**config.mk**
```make
export PLATFORM = sky130hd
export DESIGN_NAME = publish_interval_scheduler
export DESIGN_NICKNAME = d
export VERILOG_FILES = /design/src/rtl/core/pis_pkg.sv /design/src/rtl/core/publish_interval_scheduler.sv
export SDC_FILE = /design/constraint.sdc
export NUM_CORES = 2
export LEC_CHECK = 0
export ABC_AREA = 1
export BUFFER_PORTS_ARGS = -buffer_cell sky130_fd_sc_hd__buf_2
export CAP_MARGIN = 20
export CORE_MARGIN = 5
export CORE_UTILIZATION = 41
export DETAILED_ROUTE_END_ITERATION = 8
export PLACE_DENSITY = 0.62
export SYNTH_ARGS = -nofsm -noshare
export SYNTH_HDL_FRONTEND = slang
export SYNTH_SLANG_ARGS = --single-unit
```
**constraint.sdc**
```tcl
create_clock -name clock -period 17.9 [get_ports clock]
set_input_delay 2.685 -clock clock [delete_from_list [all_inputs] [get_ports clock]]
set_output_delay 2.685 -clock clock [all_outputs]
set_load 0.05 [all_outputs]
```
**src/rtl/core/pis_pkg.sv**
```systemverilog
// Types and constants of the publish interval scheduler.
package pis_pkg;

   typedef enum logic [1:0] {
      OP_REQUEST = 2'd0,
      OP_DONE    = 2'd1,
      OP_DELAY   = 2'd2,
      OP_QUERY   = 2'd3
   } opcode_type;

   typedef enum logic [1:0] {
      KIND_WAIT    = 2'd0,
      KIND_PUBLISH = 2'd1,
      KIND_BLOCK   = 2'd2
   } kind_type;

   typedef struct packed {
      opcode_type  opcode;
      logic [62:0] now_time_us;
      logic [31:0] backoff_ms;
      logic        link_up;
   } req_type;

   typedef struct packed {
      logic        do_publish;
      logic        do_block;
      logic [31:0] wait_ms;
   } rsp_type;

   localparam logic [31:0] IDLE_WAIT_MS = 32'd200;
   localparam logic [31:0] WAIT_MS_MAX  = 32'hFFFF_FFFF;
   localparam logic [9:0]  US_PER_MS    = 10'd1000;
   localparam logic [19:0] US_PER_S     = 20'd1000000;
   localparam logic [62:0] OFFLINE_US   = 63'd1000000;
   localparam logic [62:0] TIME_MAX     = 63'h7FFF_FFFF_FFFF_FFFF;
   // spans at or above 1000 * 2^32 us saturate the wait
   localparam logic [62:0] SAT_SPAN_US  = 63'd4294967296000;
   // floor(2^46 / 125): quotient estimate is exact or one low
   localparam logic [39:0] RECIP_125    = 40'd562949953421;
   localparam logic [6:0]  DIV_125      = 7'd125;

endpackage

```
**src/rtl/core/publish_interval_scheduler.sv**
```systemverilog
// Publish interval scheduler: event decode, schedule state and wait computation.
// Query results pass the input register, stages s1 to s4 and the result register.
// Throughput: one event per cycle; the input stalls only when every stage
// and the result register are full and the result is not taken.
// The span-to-milliseconds step is a three-stage reciprocal divide by 1000.
// Synchronous reset clears the interval, schedule state and the stage valid flags.
module publish_interval_scheduler (
   input  logic             clock,
   input  logic             reset,
   input  logic             req_valid,
   output logic             req_ready,
   input  pis_pkg::req_type req_data,
   output logic             rsp_valid,
   input  logic             rsp_ready,
   output pis_pkg::rsp_type rsp_data,
   input  logic             csr_wr_en,
   input  logic [22:0]      csr_wr_data
);
   import pis_pkg::*;

   function automatic logic [62:0] sat_add63(input logic [62:0] a, input logic [62:0] b);
      logic [63:0] s;
      s = {1'b0, a} + {1'b0, b};
      return s[63] ? TIME_MAX : s[62:0];
   endfunction

   function automatic logic [62:0] max63(input logic [62:0] a, input logic [62:0] b);
      return (a > b) ? a : b;
   endfunction

   logic [42:0] interval_us_ff;
   logic [62:0] last_pub_ff, last_pub_in;
   logic [62:0] retry_ff, retry_in;
   logic        manual_ff, manual_in;

   logic        s0_valid_ff, s0_link_ff;
   opcode_type  s0_op_ff;
   logic [62:0] s0_now_ff;
   logic [41:0] s0_dly_us_ff;

   logic        s1_valid_ff, s1_valid_in;
   kind_type    s1_kind_ff, s1_kind_in;
   logic [62:0] s1_target_ff, s1_target_in, s1_now_ff;

   logic        s2_valid_ff;
   kind_type    s2_kind_ff;
   logic [62:0] s2_span_ff, s2_span_in;
   logic [63:0] s2_diff;

   logic        s3_valid_ff, s3_use_div_ff, s3_use_div_in;
   kind_type    s3_kind_ff;
   logic [31:0] s3_fixed_ms_ff, s3_fixed_ms_in;
   logic [38:0] s3_y_ff, s3_y_in;
   logic [19:0] s3_yh, s3_yl;
   logic [39:0] s3_pp_hh_ff, s3_pp_hl_ff, s3_pp_lh_ff, s3_pp_ll_ff;

   logic        s4_valid_ff, s4_use_div_ff;
   kind_type    s4_kind_ff;
   logic [31:0] s4_fixed_ms_ff, s4_q_ff;
   logic [38:0] s4_y_ff;
   logic [40:0] s4_mid;
   logic [79:0] s4_sum;

   logic        rsp_valid_ff;
   rsp_type     rsp_data_ff, rsp_data_in;
   logic [39:0] rs_qx125, rs_rem;
   logic [31:0] rs_q;

   logic        s0_rdy, s1_rdy, s2_rdy, s3_rdy, s4_rdy, rsp_rdy, state_upd;
   logic [62:0] cand_dly, cand_off, next_due, retry_off;
   logic        enabled, due;

   assign rsp_rdy   = !rsp_valid_ff || rsp_ready;
   assign s4_rdy    = !s4_valid_ff || rsp_rdy;
   assign s3_rdy    = !s3_valid_ff || s4_rdy;
   assign s2_rdy    = !s2_valid_ff || s3_rdy;
   assign s1_rdy    = !s1_valid_ff || s2_rdy;
   assign s0_rdy    = !s0_valid_ff || s1_rdy;
   assign req_ready = s0_rdy;
   assign state_upd = s0_valid_ff && s1_rdy;

   // configuration register, kept in microseconds
   always_ff @(posedge clock) begin
      if (reset) begin
         interval_us_ff <= '0;
      end else if (csr_wr_en) begin
         interval_us_ff <= 43'(csr_wr_data) * 43'(US_PER_S);
      end
   end

   // input register
   always_ff @(posedge clock) begin
      if (reset) begin
         s0_valid_ff <= 1'b0;
      end else if (s0_rdy) begin
         s0_valid_ff <= req_valid;
      end
   end

   always_ff @(posedge clock) begin
      if (s0_rdy) begin
         s0_op_ff     <= req_data.opcode;
         s0_now_ff    <= req_data.now_time_us;
         s0_dly_us_ff <= 42'(req_data.backoff_ms) * 42'(US_PER_MS);
         s0_link_ff   <= req_data.link_up;
      end
   end

   // event decode and schedule state update
   assign cand_dly  = sat_add63(s0_now_ff, {21'b0, s0_dly_us_ff});
   assign cand_off  = sat_add63(s0_now_ff, OFFLINE_US);
   assign next_due  = sat_add63(last_pub_ff, {20'b0, interval_us_ff});
   assign retry_off = max63(retry_ff, cand_off);
   assign enabled   = interval_us_ff != '0;
   assign due       = manual_ff || (last_pub_ff == '0) || (s0_now_ff >= next_due);

   always_comb begin
      last_pub_in  = last_pub_ff;
      retry_in     = retry_ff;
      manual_in    = manual_ff;
      s1_valid_in  = 1'b0;
      s1_kind_in   = KIND_WAIT;
      s1_target_in = s0_now_ff;
      case (s0_op_ff)
         OP_REQUEST: begin
            manual_in = 1'b1;
         end
         OP_DONE: begin
            last_pub_in = s0_now_ff;
            retry_in    = '0;
            manual_in   = 1'b0;
         end
         OP_DELAY: begin
            retry_in = max63(retry_ff, cand_dly);
         end
         OP_QUERY: begin
            s1_valid_in = 1'b1;
            if (!s0_link_ff) begin
               retry_in     = retry_off;
               s1_target_in = retry_off;
            end else if (!enabled && !manual_ff) begin
               s1_kind_in = KIND_BLOCK;
            end else if (!due) begin
               s1_target_in = max63(next_due, retry_ff);
            end else if ((retry_ff > s0_now_ff) && !manual_ff) begin
               s1_target_in = retry_ff;
            end else begin
               s1_kind_in = KIND_PUBLISH;
               manual_in  = 1'b0;
            end
         end
         default: begin
            s1_valid_in = 1'b0;
         end
      endcase
   end

   always_ff @(posedge clock) begin
      if (reset) begin
         last_pub_ff <= '0;
         retry_ff    <= '0;
         manual_ff   <= 1'b0;
      end else if (state_upd) begin
         last_pub_ff <= last_pub_in;
         retry_ff    <= retry_in;
         manual_ff   <= manual_in;
      end
   end

   always_ff @(posedge clock) begin
      if (reset) begin
         s1_valid_ff <= 1'b0;
      end else if (s1_rdy) begin
         s1_valid_ff <= s0_valid_ff && s1_valid_in;
      end
   end

   always_ff @(posedge clock) begin
      if (s1_rdy) begin
         s1_kind_ff   <= s1_kind_in;
         s1_target_ff <= s1_target_in;
         s1_now_ff    <= s0_now_ff;
      end
   end

   // remaining span, zero when the target has passed
   assign s2_diff    = {1'b0, s1_target_ff} - {1'b0, s1_now_ff};
   assign s2_span_in = s2_diff[63] ? '0 : s2_diff[62:0];

   always_ff @(posedge clock) begin
      if (reset) begin
         s2_valid_ff <= 1'b0;
      end else if (s2_rdy) begin
         s2_valid_ff <= s1_valid_ff;
      end
   end

   always_ff @(posedge clock) begin
      if (s2_rdy) begin
         s2_kind_ff <= s1_kind_ff;
         s2_span_ff <= s2_span_in;
      end
   end

   // classify span and form partial products of span/8 times the reciprocal
   always_comb begin
      s3_use_div_in  = 1'b0;
      s3_fixed_ms_in = '0;
      if (s2_kind_ff == KIND_WAIT) begin
         if (s2_span_ff == '0) begin
            s3_fixed_ms_in = IDLE_WAIT_MS;
         end else if (s2_span_ff >= SAT_SPAN_US) begin
            s3_fixed_ms_in = WAIT_MS_MAX;
         end else begin
            s3_use_div_in = 1'b1;
         end
      end
   end

   assign s3_y_in = s2_span_ff[41:3];
   assign s3_yh   = {1'b0, s3_y_in[38:20]};
   assign s3_yl   = s3_y_in[19:0];

   always_ff @(posedge clock) begin
      if (reset) begin
         s3_valid_ff <= 1'b0;
      end else if (s3_rdy) begin
         s3_valid_ff <= s2_valid_ff;
      end
   end

   always_ff @(posedge clock) begin
      if (s3_rdy) begin
         s3_kind_ff     <= s2_kind_ff;
         s3_use_div_ff  <= s3_use_div_in;
         s3_fixed_ms_ff <= s3_fixed_ms_in;
         s3_y_ff        <= s3_y_in;
         s3_pp_hh_ff    <= 40'(s3_yh) * 40'(RECIP_125[39:20]);
         s3_pp_hl_ff    <= 40'(s3_yh) * 40'(RECIP_125[19:0]);
         s3_pp_lh_ff    <= 40'(s3_yl) * 40'(RECIP_125[39:20]);
         s3_pp_ll_ff    <= 40'(s3_yl) * 40'(RECIP_125[19:0]);
      end
   end

   // sum partial products into the quotient estimate
   assign s4_mid = {1'b0, s3_pp_hl_ff} + {1'b0, s3_pp_lh_ff};
   assign s4_sum = {s3_pp_hh_ff, 40'b0} + {19'b0, s4_mid, 20'b0} + {40'b0, s3_pp_ll_ff};

   always_ff @(posedge clock) begin
      if (reset) begin
         s4_valid_ff <= 1'b0;
      end else if (s4_rdy) begin
         s4_valid_ff <= s3_valid_ff;
      end
   end

   always_ff @(posedge clock) begin
      if (s4_rdy) begin
         s4_kind_ff     <= s3_kind_ff;
         s4_use_div_ff  <= s3_use_div_ff;
         s4_fixed_ms_ff <= s3_fixed_ms_ff;
         s4_y_ff        <= s3_y_ff;
         s4_q_ff        <= s4_sum[77:46];
      end
   end

   // correct the estimate by one and build the result
   assign rs_qx125 = {1'b0, s4_q_ff, 7'b0} - {6'b0, s4_q_ff, 2'b0} + {8'b0, s4_q_ff};
   assign rs_rem   = {1'b0, s4_y_ff} - rs_qx125;
   assign rs_q     = (rs_rem >= {33'b0, DIV_125}) ? s4_q_ff + 32'd1 : s4_q_ff;

   always_comb begin
      rsp_data_in.do_publish = s4_kind_ff == KIND_PUBLISH;
      rsp_data_in.do_block   = s4_kind_ff == KIND_BLOCK;
      rsp_data_in.wait_ms    = s4_use_div_ff ? rs_q : s4_fixed_ms_ff;
   end

   always_ff @(posedge clock) begin
      if (reset) begin
         rsp_valid_ff <= 1'b0;
      end else if (rsp_rdy) begin
         rsp_valid_ff <= s4_valid_ff;
      end
   end

   always_ff @(posedge clock) begin
      if (rsp_rdy) begin
         rsp_data_ff <= rsp_data_in;
      end
   end

   assign rsp_valid = rsp_valid_ff;
   assign rsp_data  = rsp_data_ff;

endmodule

```
==> impl_metrics.toml <==
[run]
cap_violations = 0

[floorplanning]
num_io_pins = 162
rows = 172
die_y_um = 480.4
start_util_pct = 41.25
dieArea_um2 = 230800
fp.dieW_um = 480.4
core_um2 = 219900

[detailed_routing]
drt-initial-drc-count = 6272
drt_wl_total_um = 330200
drt-wirelength-per-cell_um = 23.34
ant_nets = 0
vias_per_cell = 5.551
first_pass_iters = 8
vias = 78530
drc_errors = 0

[synthesis]
async_flop_share_pct = 0
synth-seq-cells = 753
yosysSeqAreaShare_pct = 23.05
synth.distinct_cells = 77
syn_nets = 13160
syn_inst = 10930
ys_top_cells_by_area = "ha_1 19%, edfxtp_1 19%, fa_1 15%, inv_1 8.4%, nand2_1 7.0%"
yosysTopAreaCell = "ha_1"
synth-edff-count = 583
yosys_warnings = 0
syn_area_um2 = 90720
synth_ff_type = "edfxtp_1"
syn_avg_cell_area_um2 = 8.304
synth_top_area_share_pct = 19.49

[finish]
layout-drive-gt1-share_pct = 5.454
final_cell_mix = "2028 x inv_1, 1692 x nand2_1, 1413 x ha_1"
final_common_cell = "inv_1"
fin_nets = 13340
area_delta_synth_final_pct = 8.700

[critical_path]
crit_fanout = 63
worst_setup_path_end_kind = "flop"
cp.required_ns = 18.48
path_cells = "ha_1, a21oi_1, o21ai_0, nand2_1, nand2_1, nand2_1, nand2_2, inv_1, nand3_1, ha_1, nand2_1, nor3_1, o21ai_0, o2111ai_1, a31oi_1, nand2_2, buf_4, nand3_1, nand3_1, nand3_1, nand2_1"
worst-path-buf-inv = 2
slowest_stage = "nor3_1"
criticalPathCategory = "flop to flop"
slowest_delay_ns = 0.94
cp_top_family = "simple AND/OR/NAND/NOR gates"
regToRegStartpoint = "interval_us_ff[42]"
crit_top_cell = "nand2_1"
crit_cells = 21
start_kind = "flop"
setup.worst_path.start = "interval_us_ff[42]"
worst_ep_arrival_time_ns = 9.27
timing.reg2reg.worst_path_depth = 21

[placed_design]
globalplace.congestion = 1.036
hpwl_um = 268400
pre_cts_slack_ns = 9.352
numPortBuffers = 161

[sta]
maxSlewHeadroom_pct = 13.44
max_clock_freq_ghz = 0.1151
fin_crit_ns = 8.690
worst_pin_slew_ns = 1.285
min_period_over_period_pct = 48.55
rsz0062_at_grt = "false"
clock_skew_ns = 0.05722
setup_slack_ns = 9.210
setup-tns-final_ns = 0
setup_viol = 0
slew_viol_final = 0
finalHoldViolations = 0

[cts]
cts_tree = "built"
cts_max_path_buffers = 3
cts.sinks = 753
cts_made_buffers = 92
clk_latency_ns = 0.78
h-tree-depth = 3
post_cts_buffers = 0
path_clk_slew_ns = 0.07
cts_resized = 0
hold_buffers = 0
cts_root_buf = "clkbuf_16"

[hold_path]
hold_path.class = "flop to flop"
min_from = "s3_y_ff[28]"
holdPathStages = 0

[grt]
grt_pass1_wl_um = 491800
grt_pass1_vias = 79710
overflow = 0
grt_max_degree = 85
antenna_found_initial = 10
grtUsageTotal_pct = 28.13

[status]
outcome = "finished clean"
[metrics by stage]
stage          util, %  area (um^2)  hold slack [ns]  std cells
3_3_place_gp     43.31        95260           0.4014      13970
4_1_cts          44.83        98600           0.4160      14140
5_1_grt          44.83        98600           0.4208      14140
6_report         44.84        98610           0.4071      14150
2_1_floorplan        -        90720           0.4003      10930
3_5_place_dp     43.32        95280           0.4045      13970
[area by class of cell]
cell class / count / area, um^2
Antenna cell: 5 / 12.51
Clock buffer: 109 / 2492
Clock inverter: 63 / 829.5
Fill cell: 21960 / 121300
Inverter: 2057 / 7730
Multi-Input combinational cell: 7924 / 61250
Sequential cell: 753 / 20910
Tap cell: 2958 / 3701
Timing Repair Buffer: 278 / 1684
[state kept, by name, indices dropped and copies added, names as in the netlist, 32 cells and up]
register,count
interval_us_ff,37
last_pub_ff,63
retry_ff,63
rsp_data,34
s0_dly_us_ff,39
s0_now_ff,63
s1_now_ff,63
s1_target_ff,63
s2_span_ff,63
s3_pp_hh_ff,36
s3_pp_hl_ff,37
s3_pp_lh_ff,38
s3_y_ff,39
s4_q_ff,32
s4_y_ff,39
[worst register-to-register path, delay by kind of cell, from the launching register on]
| family | cells | cell delay, ns |
|---|---|---|
| compound gates | 5 | 1.38 |
| fa+ha+maj | 2 | 0.97 |
| buf+inv | 2 | 1.57 |
| flops | 1 | 0.57 |
| simple gates | 12 | 4.03 |
[kinds of logic (layout without fill, tap and decap cells)]
group / Yosys count / in the layout / synth area share [%]
AO/OA/AOI/OAI: 1877 / 1877 / 11.91
XOR/XNOR: 440 / 440 / 4.256
adder cells (fa/ha/maj): 2104 / 2104 / 34.74
buffers and inverters: 2248 / 2507 / 9.518
flip-flops: 753 / 753 / 23.05
other: 0 / 5 / 0
AND/OR/NAND/NOR: 3503 / 3503 / 16.53
[synthesized netlist by cell type, types with 7 or more instances]
cell          n
dfxtp_1     170
o21bai_1     27
clkbuf_1    132
o21a_1       39
a211oi_1     28
nand2_2      13
edfxtp_1    583
nor3_1      130
o21ai_1      48
xor2_1      300
o22ai_1      33
ha_1       1413
a21o_1       32
fa_1        691
o2111ai_1    13
nand3_2       7
a21boi_0     25
nor2_1      797
xnor2_1     139
nand2_1    1697
nand3_1     551
buf_4         7
inv_1      2034
a21boi_1      7
or2_2        33
nor2_2        9
o31ai_1      14
buf_2        37
inv_2        13
o211ai_1     37
a31oi_1     119
o21ai_0     502
nor4_1       73
nand4_1     145
o221ai_1     18
a21oi_1     839
o211ai_2     53
clkinv_1     10
[metal layers]
layer / up-vias / global-route usage (%) / share of wire, % / wire length [um]
met5: - / 0 / 0.012 / 38
met4: 6 / 17.47 / 7.7 / 25330
met3: 911 / 4.253 / 7.5 / 24670
met2: 3296 / 46.83 / 46 / 152500
met1: 37610 / 34.26 / 39 / 127700
li1: 36700 / - / - / -
[worst paths after layout]
path / end / slack, ns
setup / recovery: s1_target_ff[45] / 9.21
hold / removal: s4_y_ff[28] / 0.41
setup reg to reg: s1_target_ff[45] / 9.21
hold reg to reg: s4_y_ff[28] / 0.41
Power is left out: the tool's default activity adds up to more than one toggle a clock period on the data nets, which glitch-free logic cannot reach.
